## src/rtl/core/bwlpf_pkg.sv

```systemverilog
// Types, constants and coefficient table of the dual Butterworth low-pass core.
// No dependencies; imported by every other source file of the core but assert_macros.svh.
package bwlpf_pkg;

    localparam int SAMPLE_BITS_DEF = 16;
    localparam int CHANNELS_DEF    = 2;
    localparam int IO_FIELDS       = 2;
    localparam int CHAN_BITS       = $clog2(IO_FIELDS);
    localparam int COEF_BITS       = 16;
    localparam int COEF_FRAC       = 14;
    localparam int SECT_SHIFT      = 8;
    localparam int TAP_BITS        = 3;

    typedef logic [CHAN_BITS-1:0]        chan_t;
    typedef logic [TAP_BITS-1:0]         tap_t;
    typedef logic signed [COEF_BITS-1:0] coef_t;

    localparam tap_t TAP_X0    = 3'd0;
    localparam tap_t TAP_X1    = 3'd1;
    localparam tap_t TAP_X2    = 3'd2;
    localparam tap_t TAP_Y1    = 3'd3;
    localparam tap_t TAP_Y2    = 3'd4;
    localparam tap_t TAP_DRAIN = 3'd5;

    // Q2.14; feedback terms are stored negated so every tap accumulates.
    localparam coef_t CB0 = 16'sd218;
    localparam coef_t CB1 = 16'sd436;
    localparam coef_t NA1 = 16'sd26214;
    localparam coef_t NA2 = -16'sd10702;
    localparam coef_t ND1 = 16'sd22548;
    localparam coef_t ND2 = -16'sd7035;

    typedef enum logic [1:0] {
        ST_IDLE,
        ST_MAC,
        ST_ROUND,
        ST_DONE
    } state_t;

    typedef enum logic [1:0] {
        ACC_HOLD,
        ACC_LOAD,
        ACC_ADD
    } acc_op_t;

    typedef struct packed {
        logic    load_in;
        logic    mul_en;
        tap_t    tap;
        logic    sect;
        chan_t   chan;
        acc_op_t acc_op;
        logic    store;
        logic    out_load;
    } cmd_t;

    typedef struct packed {
        logic out_busy;
    } status_t;

    function automatic coef_t tap_coef(input logic sect, input tap_t tap);
        coef_t c;
        case (tap)
            TAP_X0:  c = CB0;
            TAP_X1:  c = CB1;
            TAP_X2:  c = CB0;
            TAP_Y1:  c = sect ? ND1 : NA1;
            TAP_Y2:  c = sect ? ND2 : NA2;
            default: c = '0;
        endcase
        return c;
    endfunction

endpackage

```

## src/rtl/core/bwlpf_sample_if.sv

```systemverilog
// Request channel carrying one roll and one pitch sample.
// Depends on bwlpf_pkg for the default sample width.
interface bwlpf_sample_if import bwlpf_pkg::*; #(
    parameter int SAMPLE_BITS = SAMPLE_BITS_DEF
);
    logic                          valid;
    logic                          ready;
    logic signed [SAMPLE_BITS-1:0] roll_sample;
    logic signed [SAMPLE_BITS-1:0] pitch_sample;

    modport source (output valid, output roll_sample, output pitch_sample, input ready);
    modport sink   (input valid, input roll_sample, input pitch_sample, output ready);
endinterface

```

## src/rtl/core/bwlpf_filtered_if.sv

```systemverilog
// Result channel carrying the filtered roll and pitch values.
// Depends on bwlpf_pkg for the default sample width.
interface bwlpf_filtered_if import bwlpf_pkg::*; #(
    parameter int SAMPLE_BITS = SAMPLE_BITS_DEF
);
    logic                          valid;
    logic                          ready;
    logic signed [SAMPLE_BITS-1:0] roll_filtered;
    logic signed [SAMPLE_BITS-1:0] pitch_filtered;

    modport source (output valid, output roll_filtered, output pitch_filtered, input ready);
    modport sink   (input valid, input roll_filtered, input pitch_filtered, output ready);
endinterface

```

## src/rtl/core/bwlpf_ctrl.sv

```systemverilog
// Sequencer of the low-pass core: walks channels, sections and taps.
// Depends on bwlpf_pkg; drives the datapath through cmd_t.
module bwlpf_ctrl import bwlpf_pkg::*; #(
    parameter int CHANNELS = CHANNELS_DEF
) (
    input  logic    clk,
    input  logic    rst_n,
    input  logic    in_valid,
    output logic    in_ready,
    input  status_t status,
    output cmd_t    cmd
);

    localparam int    ACT       = (CHANNELS < IO_FIELDS) ? CHANNELS : IO_FIELDS;
    localparam chan_t CHAN_LAST = chan_t'(ACT - 1);

    state_t state_reg, state_next;
    tap_t   tap_reg,   tap_next;
    logic   sect_reg,  sect_next;
    chan_t  chan_reg,  chan_next;

    always_ff @(posedge clk or negedge rst_n)
    begin
        if (!rst_n)
        begin
            state_reg <= ST_IDLE;
            tap_reg   <= TAP_X0;
            sect_reg  <= 1'b0;
            chan_reg  <= '0;
        end
        else
        begin
            state_reg <= state_next;
            tap_reg   <= tap_next;
            sect_reg  <= sect_next;
            chan_reg  <= chan_next;
        end
    end

    always_comb
    begin
        state_next   = state_reg;
        tap_next     = tap_reg;
        sect_next    = sect_reg;
        chan_next    = chan_reg;
        in_ready     = 1'b0;
        cmd          = '0;
        cmd.tap      = tap_reg;
        cmd.sect     = sect_reg;
        cmd.chan     = chan_reg;
        cmd.acc_op   = ACC_HOLD;
        unique case (state_reg)
            ST_IDLE:
            begin
                in_ready = 1'b1;
                if (in_valid)
                begin
                    cmd.load_in = 1'b1;
                    tap_next    = TAP_X0;
                    sect_next   = 1'b0;
                    chan_next   = '0;
                    state_next  = ST_MAC;
                end
            end
            ST_MAC:
            begin
                cmd.mul_en = (tap_reg != TAP_DRAIN);
                if (tap_reg == TAP_X0)
                    cmd.acc_op = ACC_HOLD;
                else if (tap_reg == TAP_X1)
                    cmd.acc_op = ACC_LOAD;
                else
                    cmd.acc_op = ACC_ADD;
                if (tap_reg == TAP_DRAIN)
                    state_next = ST_ROUND;
                else
                    tap_next = tap_reg + tap_t'(1);
            end
            ST_ROUND:
            begin
                cmd.store = 1'b1;
                tap_next  = TAP_X0;
                if (!sect_reg)
                begin
                    sect_next  = 1'b1;
                    state_next = ST_MAC;
                end
                else if (chan_reg == CHAN_LAST)
                begin
                    state_next = ST_DONE;
                end
                else
                begin
                    chan_next  = chan_reg + chan_t'(1);
                    sect_next  = 1'b0;
                    state_next = ST_MAC;
                end
            end
            ST_DONE:
            begin
                if (!status.out_busy)
                begin
                    cmd.out_load = 1'b1;
                    state_next   = ST_IDLE;
                end
            end
            default:
            begin
                state_next = ST_IDLE;
            end
        endcase
    end

endmodule

```

## src/rtl/core/bwlpf_dp.sv

```systemverilog
// Datapath of the low-pass core: filter histories, shared multiplier,
// accumulator, rounding and saturation, output register. Depends on bwlpf_pkg.
module bwlpf_dp import bwlpf_pkg::*; #(
    parameter int SAMPLE_BITS = SAMPLE_BITS_DEF,
    parameter int CHANNELS    = CHANNELS_DEF
) (
    input  logic                          clk,
    input  logic                          rst_n,
    input  cmd_t                          cmd,
    output status_t                       status,
    input  logic signed [SAMPLE_BITS-1:0] in_roll,
    input  logic signed [SAMPLE_BITS-1:0] in_pitch,
    output logic                          out_valid,
    input  logic                          out_ready,
    output logic signed [SAMPLE_BITS-1:0] out_roll,
    output logic signed [SAMPLE_BITS-1:0] out_pitch
);

    localparam int ACT  = (CHANNELS < IO_FIELDS) ? CHANNELS : IO_FIELDS;
    localparam int SECT = SAMPLE_BITS + SECT_SHIFT;
    localparam int PROD = SECT + COEF_BITS;
    localparam int ACC  = PROD + 3;

    localparam logic signed [ACC-1:0]  ACC_RND = ACC'(1 << (COEF_FRAC - 1));
    localparam logic signed [ACC-1:0]  SECT_HI = {{(ACC - SECT + 1){1'b0}}, {(SECT - 1){1'b1}}};
    localparam logic signed [ACC-1:0]  SECT_LO = ~SECT_HI;
    localparam logic signed [SECT:0]   OUT_RND = (SECT + 1)'(1 << (SECT_SHIFT - 1));
    localparam logic signed [SECT:0]   OUT_HI  =
        {{(SECT - SAMPLE_BITS + 2){1'b0}}, {(SAMPLE_BITS - 1){1'b1}}};
    localparam logic signed [SECT:0]   OUT_LO  = ~OUT_HI;

    logic signed [SAMPLE_BITS-1:0] in_field   [IO_FIELDS];
    logic signed [SAMPLE_BITS-1:0] sample_reg [ACT];
    logic signed [SAMPLE_BITS-1:0] xh0_reg    [ACT];
    logic signed [SAMPLE_BITS-1:0] xh1_reg    [ACT];
    logic signed [SECT-1:0]        y1h0_reg   [ACT];
    logic signed [SECT-1:0]        y1h1_reg   [ACT];
    logic signed [SECT-1:0]        y2h0_reg   [ACT];
    logic signed [SECT-1:0]        y2h1_reg   [ACT];

    logic signed [SAMPLE_BITS-1:0] cur_x, cur_xh0, cur_xh1;
    logic signed [SECT-1:0]        cur_y1h0, cur_y1h1, cur_y2h0, cur_y2h1;
    logic signed [SECT-1:0]        operand;
    coef_t                         coef;
    logic signed [PROD-1:0]        mul_w;
    logic signed [PROD-1:0]        prod_reg;
    logic signed [ACC-1:0]         acc_reg, acc_next;
    logic signed [ACC-1:0]         rnd_sum, rnd_sh;
    logic signed [SECT-1:0]        sect_res;
    logic signed [SECT-1:0]        sec0_reg;

    logic signed [SECT:0]          out_sum [ACT];
    logic signed [SECT:0]          out_sh  [ACT];
    logic signed [SAMPLE_BITS-1:0] out_val [IO_FIELDS];

    logic                          out_valid_reg;
    logic signed [SAMPLE_BITS-1:0] out_roll_reg;
    logic signed [SAMPLE_BITS-1:0] out_pitch_reg;

    assign in_field[0] = in_roll;
    assign in_field[1] = in_pitch;

    always_comb
    begin
        cur_x    = sample_reg[0];
        cur_xh0  = xh0_reg[0];
        cur_xh1  = xh1_reg[0];
        cur_y1h0 = y1h0_reg[0];
        cur_y1h1 = y1h1_reg[0];
        cur_y2h0 = y2h0_reg[0];
        cur_y2h1 = y2h1_reg[0];
        for (int c = 1; c < ACT; c++)
        begin
            if (cmd.chan == chan_t'(c))
            begin
                cur_x    = sample_reg[c];
                cur_xh0  = xh0_reg[c];
                cur_xh1  = xh1_reg[c];
                cur_y1h0 = y1h0_reg[c];
                cur_y1h1 = y1h1_reg[c];
                cur_y2h0 = y2h0_reg[c];
                cur_y2h1 = y2h1_reg[c];
            end
        end
    end

    always_comb
    begin
        case (cmd.tap)
            TAP_X0:  operand = cmd.sect ? sec0_reg : {cur_x, {SECT_SHIFT{1'b0}}};
            TAP_X1:  operand = cmd.sect ? cur_y1h0 : {cur_xh0, {SECT_SHIFT{1'b0}}};
            TAP_X2:  operand = cmd.sect ? cur_y1h1 : {cur_xh1, {SECT_SHIFT{1'b0}}};
            TAP_Y1:  operand = cmd.sect ? cur_y2h0 : cur_y1h0;
            TAP_Y2:  operand = cmd.sect ? cur_y2h1 : cur_y1h1;
            default: operand = '0;
        endcase
    end

    assign coef  = tap_coef(cmd.sect, cmd.tap);
    assign mul_w = PROD'(operand) * PROD'(coef);

    always_comb
    begin
        case (cmd.acc_op)
            ACC_LOAD: acc_next = ACC'(prod_reg);
            ACC_ADD:  acc_next = acc_reg + ACC'(prod_reg);
            default:  acc_next = acc_reg;
        endcase
    end

    // Round half up, floor shift, clamp to the section width.
    assign rnd_sum = acc_reg + ACC_RND;
    assign rnd_sh  = rnd_sum >>> COEF_FRAC;

    always_comb
    begin
        if (rnd_sh > SECT_HI)
            sect_res = SECT_HI[SECT-1:0];
        else if (rnd_sh < SECT_LO)
            sect_res = SECT_LO[SECT-1:0];
        else
            sect_res = rnd_sh[SECT-1:0];
    end

    for (genvar c = 0; c < ACT; c++)
    begin : g_out
        assign out_sum[c] = (SECT + 1)'(y2h0_reg[c]) + OUT_RND;
        assign out_sh[c]  = out_sum[c] >>> SECT_SHIFT;
    end

    always_comb
    begin
        for (int c = 0; c < IO_FIELDS; c++)
            out_val[c] = '0;
        for (int c = 0; c < ACT; c++)
        begin
            if (out_sh[c] > OUT_HI)
                out_val[c] = OUT_HI[SAMPLE_BITS-1:0];
            else if (out_sh[c] < OUT_LO)
                out_val[c] = OUT_LO[SAMPLE_BITS-1:0];
            else
                out_val[c] = out_sh[c][SAMPLE_BITS-1:0];
        end
    end

    always_ff @(posedge clk)
    begin
        if (cmd.load_in)
        begin
            for (int c = 0; c < ACT; c++)
                sample_reg[c] <= in_field[c];
        end
        if (cmd.mul_en)
            prod_reg <= mul_w;
        acc_reg <= acc_next;
        if (cmd.store && !cmd.sect)
            sec0_reg <= sect_res;
        if (cmd.out_load)
        begin
            out_roll_reg  <= out_val[0];
            out_pitch_reg <= out_val[1];
        end
    end

    always_ff @(posedge clk or negedge rst_n)
    begin
        if (!rst_n)
        begin
            for (int c = 0; c < ACT; c++)
            begin
                xh0_reg[c]  <= '0;
                xh1_reg[c]  <= '0;
                y1h0_reg[c] <= '0;
                y1h1_reg[c] <= '0;
                y2h0_reg[c] <= '0;
                y2h1_reg[c] <= '0;
            end
            out_valid_reg <= 1'b0;
        end
        else
        begin
            // advance the channel's histories once its second section is done
            if (cmd.store && cmd.sect)
            begin
                for (int c = 0; c < ACT; c++)
                begin
                    if (cmd.chan == chan_t'(c))
                    begin
                        xh1_reg[c]  <= xh0_reg[c];
                        xh0_reg[c]  <= sample_reg[c];
                        y1h1_reg[c] <= y1h0_reg[c];
                        y1h0_reg[c] <= sec0_reg;
                        y2h1_reg[c] <= y2h0_reg[c];
                        y2h0_reg[c] <= sect_res;
                    end
                end
            end
            if (cmd.out_load)
                out_valid_reg <= 1'b1;
            else if (out_ready)
                out_valid_reg <= 1'b0;
        end
    end

    assign status.out_busy = out_valid_reg && !out_ready;
    assign out_valid       = out_valid_reg;
    assign out_roll        = out_roll_reg;
    assign out_pitch       = out_pitch_reg;

endmodule

```

## src/rtl/core/butterworth_lowpass_4th_dual.sv

```systemverilog
// Dual fourth-order Butterworth low-pass (20 Hz at 500 Hz) for roll and pitch.
// Depends on bwlpf_pkg, bwlpf_sample_if, bwlpf_filtered_if, bwlpf_ctrl, bwlpf_dp.
//
// Each request carries one roll and one pitch sample (Q2.13) and yields one result
// with both filtered values, saturated to the sample width. Every channel runs two
// direct-form-I biquads in Q2.21 through a single shared multiply-accumulate unit:
// a section steps through five multiply taps, a drain step and a rounding step, and a
// request walks both sections of each active channel in turn before its result is loaded.
// The result sits in an output register; the next request is taken while it waits,
// and the block stalls only when a new result is ready before the old one is taken.
// Filter histories are zero after reset and no clearing pass is needed.
module butterworth_lowpass_4th_dual import bwlpf_pkg::*; #(
    parameter int SAMPLE_BITS = SAMPLE_BITS_DEF,
    parameter int CHANNELS    = CHANNELS_DEF
) (
    input  logic             clk,
    input  logic             rst_n,
    bwlpf_sample_if.sink     samples,
    bwlpf_filtered_if.source filtered
);

    cmd_t    cmd;
    status_t status;

    bwlpf_ctrl #(
        .CHANNELS (CHANNELS)
    ) u_ctrl (
        .clk      (clk),
        .rst_n    (rst_n),
        .in_valid (samples.valid),
        .in_ready (samples.ready),
        .status   (status),
        .cmd      (cmd)
    );

    bwlpf_dp #(
        .SAMPLE_BITS (SAMPLE_BITS),
        .CHANNELS    (CHANNELS)
    ) u_dp (
        .clk       (clk),
        .rst_n     (rst_n),
        .cmd       (cmd),
        .status    (status),
        .in_roll   (samples.roll_sample),
        .in_pitch  (samples.pitch_sample),
        .out_valid (filtered.valid),
        .out_ready (filtered.ready),
        .out_roll  (filtered.roll_filtered),
        .out_pitch (filtered.pitch_filtered)
    );

endmodule

```

## src/flat_wrapper.sv

```systemverilog
// flat-port wrapper written by rule: the top's interface ports become plain ports
module butterworth_lowpass_4th_dual_flat import bwlpf_pkg::*;
#(
    parameter int SAMPLE_BITS = SAMPLE_BITS_DEF,
    parameter int CHANNELS    = CHANNELS_DEF
)
  (clk, rst_n, samples_valid, samples_roll_sample, samples_pitch_sample, samples_ready, filtered_valid, filtered_roll_filtered, filtered_pitch_filtered, filtered_ready);
  bwlpf_sample_if #(.SAMPLE_BITS(SAMPLE_BITS)) samples_i ();
  bwlpf_filtered_if #(.SAMPLE_BITS(SAMPLE_BITS)) filtered_i ();
  input  logic clk;
  input  logic rst_n;
  input wire logic [$bits(samples_i.valid)-1:0] samples_valid;
  input wire logic [$bits(samples_i.roll_sample)-1:0] samples_roll_sample;
  input wire logic [$bits(samples_i.pitch_sample)-1:0] samples_pitch_sample;
  output wire logic [$bits(samples_i.ready)-1:0] samples_ready;
  output wire logic [$bits(filtered_i.valid)-1:0] filtered_valid;
  output wire logic [$bits(filtered_i.roll_filtered)-1:0] filtered_roll_filtered;
  output wire logic [$bits(filtered_i.pitch_filtered)-1:0] filtered_pitch_filtered;
  input wire logic [$bits(filtered_i.ready)-1:0] filtered_ready;
  assign samples_i.valid = samples_valid;
  assign samples_i.roll_sample = samples_roll_sample;
  assign samples_i.pitch_sample = samples_pitch_sample;
  assign samples_ready = samples_i.ready;
  assign filtered_valid = filtered_i.valid;
  assign filtered_roll_filtered = filtered_i.roll_filtered;
  assign filtered_pitch_filtered = filtered_i.pitch_filtered;
  assign filtered_i.ready = filtered_ready;
  butterworth_lowpass_4th_dual #(.SAMPLE_BITS(SAMPLE_BITS), .CHANNELS(CHANNELS)) u_core (.clk(clk), .rst_n(rst_n), .samples(samples_i), .filtered(filtered_i));
endmodule
```

## config.mk

```make
export PLATFORM = sky130hd
export DESIGN_NAME = butterworth_lowpass_4th_dual_flat
export DESIGN_NICKNAME = d
export VERILOG_FILES = /design/src/rtl/core/bwlpf_pkg.sv /design/src/rtl/core/bwlpf_sample_if.sv /design/src/rtl/core/bwlpf_filtered_if.sv /design/src/rtl/core/bwlpf_ctrl.sv /design/src/rtl/core/bwlpf_dp.sv /design/src/rtl/core/butterworth_lowpass_4th_dual.sv /design/src/flat_wrapper.sv
export SDC_FILE = /design/constraint.sdc
export NUM_CORES = 2
export LEC_CHECK = 0
export BUFFER_PORTS_ARGS = -buffer_cell sky130_fd_sc_hd__buf_2
export CAP_MARGIN = 10
export CORE_UTILIZATION = 55
export CTS_BUF_LIST = sky130_fd_sc_hd__clkbuf_2 sky130_fd_sc_hd__clkbuf_4 sky130_fd_sc_hd__clkbuf_8
export DETAILED_ROUTE_END_ITERATION = 10
export HOLD_SLACK_MARGIN = 0.08
export MAX_ROUTING_LAYER = met4
export PLACE_DENSITY = 0.71
export SYNTH_ARGS = -nofsm -noshare
export SYNTH_HDL_FRONTEND = slang
export SYNTH_SLANG_ARGS = --single-unit
```

## constraint.sdc

```tcl
create_clock -name clk -period 20 [get_ports clk]
set_input_delay 2 -clock clk [delete_from_list [all_inputs] [get_ports clk]]
set_output_delay 2 -clock clk [all_outputs]
set_load 0.005 [all_outputs]
```

Word level (Yosys, flattened, before mapping)
Memories as Yosys holds them, arrays and structs flattened. Cells that the tools add are included.

Order comparisons: 6. Bitwise gates (word level): 1. Eq/ne operators: 16. Multiplexer cells: 51. Multipliers: 1. Reductions and logical operators: 18. Add/subtract/negate cells: 6.

Operator list (count): $mux W24 (11); $pmux W24 S5 (1); $pmux W43 S2 (1); $mux W16 (5); $pmux W16 S4 (1); $add A24 B9 Y25 const B (2); $add A43 B15 Y43 const B (1); $add A43 B40 Y43 (1); $mul A24 B16 Y40 (1); $gt A17 B16 Y1 const B (2); $lt A17 B16 Y1 const B (2); $gt A29 B24 Y1 const B (1); $lt A29 B24 Y1 const B (1); $mux W14 (2); $mux W1 (16); $mux W2 (8); $ne A2 B2 Y1 const B (5); $pmux W3 S3 (1); $reduce_and A3 Y1 (3); $pmux W2 S4 (1); $eq A2 B2 Y1 const B (3); $eq A3 B2 Y1 const B (2); $eq A3 B3 Y1 const B (2); $mux W3 (2); 15 further kinds (24).

Word-level logic and storage cells: 122. Register bits after elaboration: 403. Bits in writable memories: 32. Input port bits: 36. Memories kept: 1.

Memories: u_core.u_dp.sample_reg (words 2, bits a word 16, rd ports 2, clocked after Yosys merged registers in 0, wr ports 2, line bwlpf_dp.sv:33) `logic signed [SAMPLE_BITS-1:0] sample_reg [ACT];`.

Logic depth before layout (Yosys ltp)
Depth in word-level cells: 6. Gate-level depth with buffers: 35. Mapped depth without buffers: 33.

Cells and area by module
A second synthesis with hierarchy kept.

Cells, all modules: 3988. Area, all modules: 36932.9 µm².

Modules (own cells, without submodules): bwlpf_dp (instances 1, cells an instance 3928, area an instance 36398.7 µm², seq. area each 11566.1 µm²); bwlpf_ctrl (instances 1, cells an instance 60, area an instance 534.3 µm², seq. area each 175.2 µm²).

Least setup slack after synthesis
Ideal clock, no wire load.

Path kind: register to register. Start: reg u_core.u_ctrl.tap_reg[0]. End: reg u_core.u_dp.prod_reg[37], data pin. Path slack: 11.722 ns. Clock period less this slack: 8.278 ns. Stages on the path, launching flop included: 32. Data arrival time: 8.020 ns. Required time: 19.742 ns. Setup time: 0.258 ns. Path through: dfrtp_1 > ha_1 > ha_1 > clkbuf_1 > nor2b_1 > a21oi_1 > o22ai_1 > or4b_2 > clkbuf_1 > nand2_1 > nor2_1 > fa_1 > inv_1 > fa_1 > fa_1 > inv_1 > fa_1 > fa_1 > inv_1 > fa_1 > inv_1 > ha_1 > a21oi_1 > o21ai_0 > a221o_1 > a221o_1 > a21oi_1 > o21a_1 > o21ai_0 > o21a_1 > nor2_1 > xnor2_1.

Cells in the longest elaborated chain, start to end: 4. Elaborated cells on any way between the ends: 9.

RTL lines: start: declaration (line bwlpf_ctrl.sv:18) `tap_t tap_reg, tap_next;`; start signal: assignment (line bwlpf_ctrl.sv:34) `tap_reg <= tap_next;`; $eq A3 B2 Y1 / $logic_not A3 Y1 (equally long branches) (line bwlpf_pkg.sv:63, bwlpf_dp.sv:89); $reduce_or A2 Y1 (no source line); $pmux W16 S4 (line bwlpf_pkg.sv:63) `case (tap)`; $mul A24 B16 Y40 * (line bwlpf_dp.sv:100) `assign mul_w = PROD'(operand) * PROD'(coef);`; named net u_core.u_dp.mul_w[37] (line bwlpf_dp.sv:45) `logic signed [PROD-1:0] mul_w;`; end signal: assignment (line bwlpf_dp.sv:154) `prod_reg <= mul_w;`; end: declaration (line bwlpf_dp.sv:46) `logic signed [PROD-1:0] prod_reg;`.

Mark *: on every way through the listed nets, which the timed path passes. The rest lies on a longest branch. A chain may end at the register's enable or synchronous reset.

Worst setup path in the final report
Start: reg u_core.u_ctrl.tap_reg[0]. End: reg u_core.u_dp.prod_reg[39], data pin.

Same word-level chain as after synthesis.

==> impl.org <==
** Run status
- The run finished with clean final reports.

** Synthesis
- The synthesized design spends more area on one cell type than any other, namely sky130_fd_sc_hd__fa_1.
- Ranked by instance count, the synthesized netlist is headed by sky130_fd_sc_hd__nand2_1 (947), sky130_fd_sc_hd__inv_1 (494), sky130_fd_sc_hd__fa_1 (375), sky130_fd_sc_hd__nor2_1 (294), sky130_fd_sc_hd__dfrtp_1 (264).
- Of the synthesized area, sequential elements account for 0.3260.
- Counting flops with a built-in enable in the synthesized netlist gives between 150 and 200.
- By area the synthesized netlist is led by sky130_fd_sc_hd__fa_1 (21%), sky130_fd_sc_hd__dfrtp_1 (18%), sky130_fd_sc_hd__edfxtp_1 (14%).
- Counting every instance in the synthesized netlist gives 3859.
- Synth Warn # :: 0
- Cell Area, Synth :: 36010 µm²
- The netlist uses 86 different library cells.
- Dominant synthesized flop cell :: sky130_fd_sc_hd__dfrtp_1
- A synthesized cell averages about 9.3 µm².
- The share of synthesized area in the top cell type comes to 0.2085.
- Synthesized net count :: approximately 4.4k
- The synthesized design contains 435 register bits.
- The most common cell in the synthesized netlist is sky130_fd_sc_hd__nand2_1.
- In the synthesized netlist the async set-or-reset flop fraction comes to 0.6069.

** Place
- Counting tap cells, the placed design contains a total of between 4k and 5k instances.
- The wire-length estimate of the detail-placed layout is 76.74 mm.
- Routability-driven placement finished with a final weighted congestion of 1.008.
- Number of I/O port buffers :: 69

** Clocking
- Clk buf depth :: 3
- Total clock buffers created by CTS :: a little under 80
- For the worst-skew pair, the clock arrives at the later sink with an insertion delay of 0.69 ns.
- The tree built by TritonCTS fans out to 435 sinks.
- Post-CTS sizing :: 0
- TritonCTS clock tree :: built
- CTS clk-pin slew, worst paths :: 0.06 ns
- CTS hold repair buffers :: 0
- Post-CTS timing repair inserted 0 buffers for setup.
- Clock root buffer :: sky130_fd_sc_hd__clkbuf_8
- The H-tree generated during clock tree synthesis spans 3 levels.

** Critical path
- CP required :: 20.42 ns
- STA puts the critical path data arrival time at approximately 11 ns.
- Class of the most critical setup path :: flop to flop
- Critical Path Start Type :: flop
- Of all nets on the critical path, the largest fanout is 26.
- Slowest cell on the critical path :: sky130_fd_sc_hd__nor4b_2
- For this run, the slowest stage of the critical path takes 1.09 ns.
- Crit. End Element :: flop

** Drt
- In the routed design, unresolved DRC markers number 0.
- Met3 layer wire length in the routed design :: 9.199 mm
- In the detailed route, the total length drawn on met2 is 46.97 mm.
- In this run, the number of DRC markers left after iteration 0 of detailed routing was 2792.
- Using the TritonRoute via totals, the vias-per-cell ratio works out to 5.755.
- Routed vias :: 27.67k
- After detailed routing, the total wire length is 102.5 mm.
- After detailed routing, the wire length on met1 is about 40 mm.
- Uppermost layer routed :: met4
- Final antenna-violating net count :: 0
- Avg WL per Cell :: 21.32 µm
- The first detailed-routing pass took 6 iterations.

** Floorplanning
- Starting density of the core :: 0.5576
- From bottom edge to top edge, the die measures 257.9 µm.
- Die footprint :: approximately 67000 µm²
- In this run the standard cell core region covers 64580 µm².
- The floorplan has 93 rows.
- Number of placed I/O pins :: 70
- Horiz. Die Dim :: 257.9 µm

** Timing
- On the final layout, the worst clock skew is 0.04124 ns.
- Hold Slack :: roughly 0.45 ns
- The final number of max-transition violations came to 0.
- At the pin with the least slew margin, the transition time is 1.368 ns.
- Final setup violation count :: 0
- In the final timing run, aggregate negative setup slack is 0 ns.
- Headroom to the max-slew limit :: 0.08537
- The routed design could run at a clock period as short as 10.45 ns.
- Timing would allow up to 95.73 MHz.
- Number of hold violations in the final report :: 0
- In the finished design, the share of the clock period the worst path needs comes to 0.5223.
- RSZ-0062 raised after global routing :: no

** Global routing
- Number of global-route vias before repair :: around 27k
- For this run, the total global-route usage over all layers was measured as 0.3270.
- Maximum number of pins on one net before global-route repair :: 163
- Wire length of the first global-routing pass :: 161.0 mm
- Congestion Overflow GR :: 0
- Number of antenna violations at the first check in global routing :: 2

** Worst hold path
- Worst Hold Class :: flop to flop

** Layout
- Counting the fill cells in the layout gives ~5.6k.
- Of the cells placed in the final design, the portion with a size suffix greater than 1 is 0.09719.
- Synthesis-to-layout area growth :: 7.668%
- Leaving out filler cells and counting taps, the final layout contains 4808.
- Fin util :: 0.6004
- Net total in the final layout :: 4447

** Flow run
- Max-cap violations :: 0
## worst paths after layout
path                            depth (start not counted)                           from                       end  slack (ns)
worst min register to register                          2  u_core.u_dp.sample_reg[0][14]   u_core.u_dp.xh0_reg[30]        0.45
worst max register to register                         31       u_core.u_ctrl.tap_reg[0]  u_core.u_dp.prod_reg[39]        9.55
max in group asynchronous                               2                          rst_n    u_core.u_ctrl.chan_reg       17.06
worst max-delay path                                   31       u_core.u_ctrl.tap_reg[0]  u_core.u_dp.prod_reg[39]        9.55
min in group asynchronous                               1                          rst_n  u_core.u_dp.y1h1_reg[24]        1.33
worst min-delay path                                    2  u_core.u_dp.sample_reg[0][14]   u_core.u_dp.xh0_reg[30]        0.45
## placed cells by master (no fill, tap or decap), drive strengths merged, types with 28 or more instances in the layout
master	count
o21ai	102
xor2	44
nand3	43
xnor2	78
and3	28
nand2	947
inv	497
buf	116
o22ai	50
and2	49
nor2	295
mux2i	133
dfrtp	264
fa	375
ha	149
a21oi	101
edfxtp	171
a21o	36
mux2	57
clkbuf	117
## cell families after synthesis
logic type / synth area share
buffers and inverters: 0.07230
adder cells (fa/ha/maj): 0.2602
XOR/XNOR: 0.02967
multiplexers: 0.05604
flip-flops: 0.3260
AND/OR/NAND/NOR: 0.1700
AO/OA/AOI/OAI: 0.08571
## area by class of cell
type                       count  area, µm²  area share
inverter                     495       1858     0.04792
timing repair buffer         116      733.2     0.01891
antenna                        2      5.005   0.0001291
sequential                   435      11750      0.3029
clock buffer                 117       1454     0.03750
clock inverter                26      153.9    0.003969
tap                          855       1070     0.02759
multi-input combinational   2762      21750      0.5611
## layer usage
| layer | GRT usage | vias up |
|---|---|---|
| met5 | - | - |
| met4 | 0.1432 | 0 |
| met3 | 0.06095 | 279 |
| met2 | 0.4868 | 1277 |
| met1 | 0.4384 | 13600 |
| li1 | - | 12512 |
## worst max-delay path: cells and delay by family (launching register included)
family	cells	cell delay (ns)
adders and majority gates	8	3.76
AOI/OAI and AO/OA	10	2.36
and+or+nand+nor	5	2.05
buffers and inverters	7	1.50
DFF	1	0.41
xor gates and xnor gates	1	0.10
## stage by stage
stage / setup slack [ns] / area [µm²]
2_1_floorplan: 11.72 / 36010
3_3_place_gp: 9.926 / 37160
3_5_place_dp: 9.842 / 37160
4_1_cts: 9.794 / 38770
5_1_grt: 9.169 / 38770
6_report: 9.554 / 38770
Power is not shown: default switching activity piles up to over one toggle a cycle in this logic, so the estimate is an artifact.
